$ cat src/design/mf_pkg.sv
// shared constants, types and state codes for the median filter
package mf_pkg;

  localparam int MAX_WINDOW = 7;
  localparam int MAX_WIDTH  = 1024;
  localparam int MAX_HEIGHT = 1024;

  localparam int PIX_W  = 8;
  localparam int CFG_W  = 11;
  localparam int WS_W   = 3;
  localparam int COL_W  = 10;
  localparam int ROW_W  = 10;
  localparam int WIN_W  = $clog2(MAX_WINDOW + 1);
  localparam int SLOT_W = (MAX_WINDOW > 1) ? $clog2(MAX_WINDOW) : 1;
  localparam int NLANE  = MAX_WINDOW * MAX_WINDOW;
  localparam int CNT_W  = $clog2(NLANE + 1);
  localparam int DEPTH  = MAX_WINDOW * MAX_WIDTH;
  localparam int ADDR_W = $clog2(DEPTH);
  localparam int BIT_W  = $clog2(PIX_W);

  localparam logic [1:0] REG_WIDTH  = 2'd0;
  localparam logic [1:0] REG_HEIGHT = 2'd1;
  localparam logic [1:0] REG_WINDOW = 2'd2;

  typedef enum logic [2:0] {
    ST_IDLE,
    ST_WRITE,
    ST_START,
    ST_LOAD,
    ST_LWAIT,
    ST_SELECT,
    ST_OUT
  } st_t;

  typedef struct packed {
    logic clear;
    logic load;
    logic run;
  } sel_ctrl_t;

endpackage

$ cat src/design/mf_sel.sv
// bit-serial rank selector: picks the element of rank count/2, msb plane first
module mf_sel
  import mf_pkg::*;
(
  input  logic             clk,
  input  logic             rst_n,
  input  sel_ctrl_t        ctrl,
  input  logic [PIX_W-1:0] din,
  output logic [PIX_W-1:0] median
);

  logic [PIX_W-1:0] lane_r [NLANE];
  logic [PIX_W-1:0] lane_nxt [NLANE];
  logic [NLANE-1:0] act_r, act_nxt;
  logic [CNT_W-1:0] cnt_r, cnt_nxt;
  logic [CNT_W-1:0] k_r, k_nxt;
  logic [PIX_W-1:0] res_r, res_nxt;
  logic [NLANE-1:0] msb_v;
  logic [CNT_W-1:0] zeros;
  logic             take1;

  always_comb begin
    zeros = '0;
    for (int l = 0; l < NLANE; l++) begin
      msb_v[l] = lane_r[l][PIX_W-1];
      zeros    = zeros + CNT_W'(act_r[l] & ~lane_r[l][PIX_W-1]);
    end
    take1 = (k_r >= zeros);
  end

  always_comb begin
    for (int l = 0; l < NLANE; l++) begin
      lane_nxt[l] = lane_r[l];
    end
    act_nxt = act_r;
    cnt_nxt = cnt_r;
    k_nxt   = k_r;
    res_nxt = res_r;
    if (ctrl.clear) begin
      act_nxt = '0;
      cnt_nxt = '0;
      k_nxt   = '0;
    end else if (ctrl.load) begin
      lane_nxt[0] = din;
      for (int l = 1; l < NLANE; l++) begin
        lane_nxt[l] = lane_r[l-1];
      end
      act_nxt = {act_r[NLANE-2:0], 1'b1};
      cnt_nxt = cnt_r + 1'b1;
      k_nxt   = CNT_W'((cnt_r + 1'b1) >> 1);
    end else if (ctrl.run) begin
      // keep the half that holds the wanted rank, then move to the next plane
      if (take1) begin
        act_nxt = act_r & msb_v;
        k_nxt   = k_r - zeros;
      end else begin
        act_nxt = act_r & ~msb_v;
      end
      res_nxt = {res_r[PIX_W-2:0], take1};
      for (int l = 0; l < NLANE; l++) begin
        lane_nxt[l] = {lane_r[l][PIX_W-2:0], 1'b0};
      end
    end
  end

  always_ff @(posedge clk) begin
    if (!rst_n) begin
      act_r <= '0;
      cnt_r <= '0;
      k_r   <= '0;
    end else begin
      act_r <= act_nxt;
      cnt_r <= cnt_nxt;
      k_r   <= k_nxt;
    end
    res_r <= res_nxt;
    for (int l = 0; l < NLANE; l++) begin
      lane_r[l] <= lane_nxt[l];
    end
  end

  assign median = res_r;

endmodule

$ cat config.mk
export PLATFORM = sky130hd
export DESIGN_NAME = mf_sel
export DESIGN_NICKNAME = d
export VERILOG_FILES = /design/src/design/mf_pkg.sv /design/src/design/mf_sel.sv
export SDC_FILE = /design/constraint.sdc
export NUM_CORES = 1
export LEC_CHECK = 0
export BUFFER_PORTS_ARGS = -buffer_cell sky130_fd_sc_hd__buf_2
export CAP_MARGIN = 30
export CORE_MARGIN = 2
export CORE_UTILIZATION = 50
export DETAILED_ROUTE_END_ITERATION = 8
export PLACE_DENSITY = 0.75
export SLEW_MARGIN = 10
export SYNTH_ARGS = -nofsm -noshare
export SYNTH_HDL_FRONTEND = slang
export SYNTH_SLANG_ARGS = --single-unit
$ cat constraint.sdc
create_clock -name clk -period 26 [get_ports clk]
set_input_delay 3.9 -clock clk [delete_from_list [all_inputs] [get_ports clk]]
set_output_delay 3.9 -clock clk [all_outputs]
set_load 0.02 [all_outputs]
Yosys cells after proc, flatten, opt, wreduce, memory -nomap -nowiden. Memories as Yosys holds them, arrays and structs flattened. Cells that the tools add are included.

Register bits after elaboration: 69. Memory bits (writable): 392. Bits of input ports: 13. Output and inout bits: 8. Memories kept: 1.

Memories: lane_r (words 49, bits a word 8, read ports 49, clocked after memory_dff 0, wr ports 49, line mf_sel.sv:12) `logic [PIX_W-1:0] lane_r [NLANE];`.

$add $sub $neg: 50. $lt $le $gt $ge: 1. Muxes and demuxes: 9. Bitwise logic cells: 104. Reductions and logical operators: 7.

Operators by type and width (count): 392-bit two-way mux (3); 1-bit by 6-bit bitwise AND with 6-bit output (49); 1-bit inverter with 6-bit output (49); 6-bit adder (48); 49-bit two-way mux (3); 49-bit bitwise AND (2); 49-bit inverter (1); 5-bit two-way mux (3); 6-bit by 1-bit adder with 6-bit output (second input constant) (1); 6-bit >= comparator (1); 6-bit subtractor (1); 2-bit AND reduction (2); 2-bit nonzero test (2); 1-bit inverter (3); 3-bit AND reduction (1); 3-bit OR reduction (1); 2-bit OR reduction (1).

Depth between registers and ports, before layout. An unclocked memory read counts as a cell.

Word-level depth: 55. Gate-level depth with buffers: 26.

Worst setup path after synthesis. OpenSTA, ideal clock, no wires.

Kind: in2reg. Start: input ctrl[0] (netlist name). End: memory lane_r[0][0], enable pin. Library setup time: 1.282 ns. Data arrival time: 22.962 ns. Data required time: 24.718 ns. Path slack: 1.756 ns. Stages on the path: 3. Cells stage by stage: clkbuf_1 inv_1 a21oi_1.

RTL lines: start: declaration (line mf_sel.sv:7) `input sel_ctrl_t ctrl,`; end: declaration (line mf_sel.sv:12).

==> implementation parameters <==
Parameter                              Value

Outcome
  Run status    finished clean

Synth
  Syn nets    1,480
  Post-synthesis instance area    around 21,000 um^2
  Post-synth EDFFs    400
  Synth Instances    1,410
  Yosys cell types    41
  Seq/Total Area, Yosys    ~63%
  Async set-reset flop share out of synthesis    0%
  Avg Inst Size Synth    15.00 um^2
  Yosys warning count    0
  Count of state elements after synthesis    461
  Synth Flop Type    sky130_fd_sc_hd__edfxtp_1

Die
  Number of top-level design ports    21
  Area of the core region    41,850 um^2
  Die width    around 210 um
  Rows    75
  Starting utilization of the core area    50.53%
  Height of the die    209.7 um
  Area of the die    43,960 um^2

GRT
  Via count of the first global-routing pass    10,642
  Global-route total usage across every layer    14.49%
  Global-route wire length before repair    52,300 um
  Antenna violations before repair    0
  Gr ovfl total    0
  Maximum number of pins on one net before global-route repair    202

Clock tree
  Count of buffers added by post-CTS timing repair for setup    0
  Resized cells post-CTS    0
  Clock tree from TritonCTS    built
  Inserted Clock Buffers    47
  Number of buffers inserted for hold repair after clock tree synthesis    0
  Total number of H-tree levels    2
  Maximum clock path buffer count    3
  Later-pin clock latency in the skew report    580 ps
  Clk sinks    roughly 460
  Clock transition at the registers of the reported paths    ~60 ps
  Root buffer cell    sky130_fd_sc_hd__clkbuf_16

STA
  Max-slew violation total from the final report    0
  Setup violations, final    0
  Setup TNS    0 ps
  Worst Max-Slew Pin Slew    roughly 1300 ps
  Highest Clock Rate    about 0.13 GHz
  Worst Hold Margin    452.7 ps
  Final critical-path share of the clock period    28.73%
  Max-slew headroom at the worst pin    14.39%
  Clock Skews    between 15 and 20 ps
  Time the final worst path needs with I/O delays and setup    7470 ps
  Final number of hold-violating endpoints    0
  Setup slack after layout    18,530 ps
  RSZ-0062 raised after global routing    false

Run
  Max-Cap Viols    0

Detailed routing
  Post-DR vias/cell    ~5.3
  First DRT Iteration DRCs    between 800 and 900
  Total Wirelength    30,830 um
  Via count    10,544
  DRT Pass-1 Iters    5
  Final antenna-violating net count    0
  # DRC    0
  Mean routed wirelength per cell    15.42 um

Placement
  DP Area    21,730 um^2
  Placement Setup Slack    18,220 ps
  Total of buffers placed on input and output ports    20
  Half-perimeter wire length of the detailed placement result    18,420 um
  Final estimated routing congestion in global placement    a little under 0.8

Min path
  Path category of the worst min-delay check    reg -> reg

Finish
  Combined area of the multi-input logic cells    7381 um^2
  Number of antenna cells inserted    0
  Post-layout nets    ~1,500
  Final instance area    23,230 um^2
  Number of filler instances in the final layout    approximately 3,300
  Synth-to-layout area growth    9.839%
  Share of cells above drive strength 1    ~30%
  Total area of sequential cells    between 10,000 and 15,000 um^2

Worst setup path
  Critical path's most frequent cell    sky130_fd_sc_hd__fa_1
  Reg2Reg Setup Slack    18,530 ps
  Maximum fanout along the worst path    49
  Max stage delay cell, worst path    sky130_fd_sc_hd__fa_1
  CP Data Required Time    about 27,000 ps
  WS Path Type    reg -> reg
  Launching element type of the critical path    flip-flop
  Crit path buffers/inverters    6
  Arrival time at the worst endpoint    around 8000 ps
  CP top delay family    adder cells
  Endpoint class of the critical path    flip-flop
  CP peak stage delay    560 ps

Pwr
  Fraction of power consumed by the clock network    about two fifths
  Power density over cell area    between 70 and 80 nW/um^2
  Power spent charging and discharging nets    between 0.3 and 0.4 mW
  Worst supply voltage drop on vdd    44.30 uV
  Share of total power in sequential cells    54.4%
  Switching power as a share of total power    about a fifth
  Comb power frac    6.7%
  Static leakage    8.075 nW
  Pint    1.282 mW
## cell families (layout without fill, tap and decap cells)
| kind of cell | count (synthesis) | count (layout) | share of synthesized area (%) |
|---|---|---|---|
| buffers and inverters | 123 | 174 | 2.609 |
| AO/OA/AOI/OAI | 129 | 129 | 3.467 |
| XOR/XNOR | 63 | 63 | 2.609 |
| flip-flops | 461 | 461 | 62.57 |
| adder cells (fa/ha/maj) | 57 | 57 | 4.828 |
| AND/OR/NAND/NOR | 232 | 232 | 5.556 |
| multiplexers | 345 | 345 | 18.36 |
## registers in the layout, indices dropped and copies added, names as in the netlist
signal and cells:
lane_r 392, median 8, act_r 49, cnt_r 6, k_r 6
## cell usage in the layout, fill, tap and decap left out, types with 47 or more instances in the layout
master,instances
sky130_fd_sc_hd__a21oi_1,53
sky130_fd_sc_hd__and2_1,49
sky130_fd_sc_hd__clkbuf_16,47
sky130_fd_sc_hd__dfxtp_1,61
sky130_fd_sc_hd__edfxtp_1,400
sky130_fd_sc_hd__inv_1,53
sky130_fd_sc_hd__mux2_2,343
sky130_fd_sc_hd__nand2_1,52
sky130_fd_sc_hd__nor2_1,58
sky130_fd_sc_hd__o21ai_1,48
sky130_fd_sc_hd__xor2_1,57
## Yosys cell counts (all sizes together), types with 16 or more instances
library cell  count  area share (%)
edfxtp          400              57
mux2            343              18
dfxtp            61             5.8
nor2             59             1.1
o21ai            57             1.3
xor2             57             2.4
a21oi            56             1.4
inv              53            0.94
nand2            52            0.92
and2             49             1.4
buf              46             1.2
fa               41             3.9
nand2b           27            0.80
nor2b            26            0.77
clkbuf           24            0.43
ha               16            0.95
## routing by layer
layer	vias to the layer above	GRT usage [%]	part of all wire, %
met4	0	5.185	2.0
li1	5160	-	-
met1	5222	20.08	47
met5	-	0	0
met2	119	22.96	47
met3	43	2.813	3.7
## stage by stage
stage | instances | power (mW) | utilization (%)
floorplan | 1410 | 1.011 | -
global placement | 1909 | 1.006 | 51.84
detailed placement | 1911 | 1.012 | 51.92
CTS | 1998 | 1.650 | 55.37
global route | 2000 | 1.696 | 55.50
finish | 2000 | 1.630 | 55.50
## final timing paths
path	start	end	depth (start not counted)
setup reg to reg	lane_r[1][111]	act_r[0]	25
setup / recovery	lane_r[1][111]	act_r[0]	25
hold reg to reg	median[4]	median[5]	0
hold / removal	median[4]	median[5]	0
## layout make-up
type / count / area share [%]
repair buffers: 34 / 1.282
clock buffers: 68 / 5.489
multi-input cells: 826 / 31.77
inverters: 53 / 0.8565
clock inverters: 19 / 0.7272
well taps: 539 / 2.903
flip-flops and latches: 461 / 56.97
## power groups by stage
| stage | combinational [mW] | sequential [mW] | clock (mW) |
|---|---|---|---|
| after global placement | 0.106 | 0.900 | 0 |
| after detailed placement | 0.110 | 0.902 | 0 |
| after global routing | 0.122 | 0.892 | 0.683 |
| final | 0.110 | 0.886 | 0.634 |
| after CTS | 0.110 | 0.887 | 0.653 |
| after floorplan | 0.0937 | 0.917 | 0 |
Note: power is estimated with default switching activity, not from simulation.
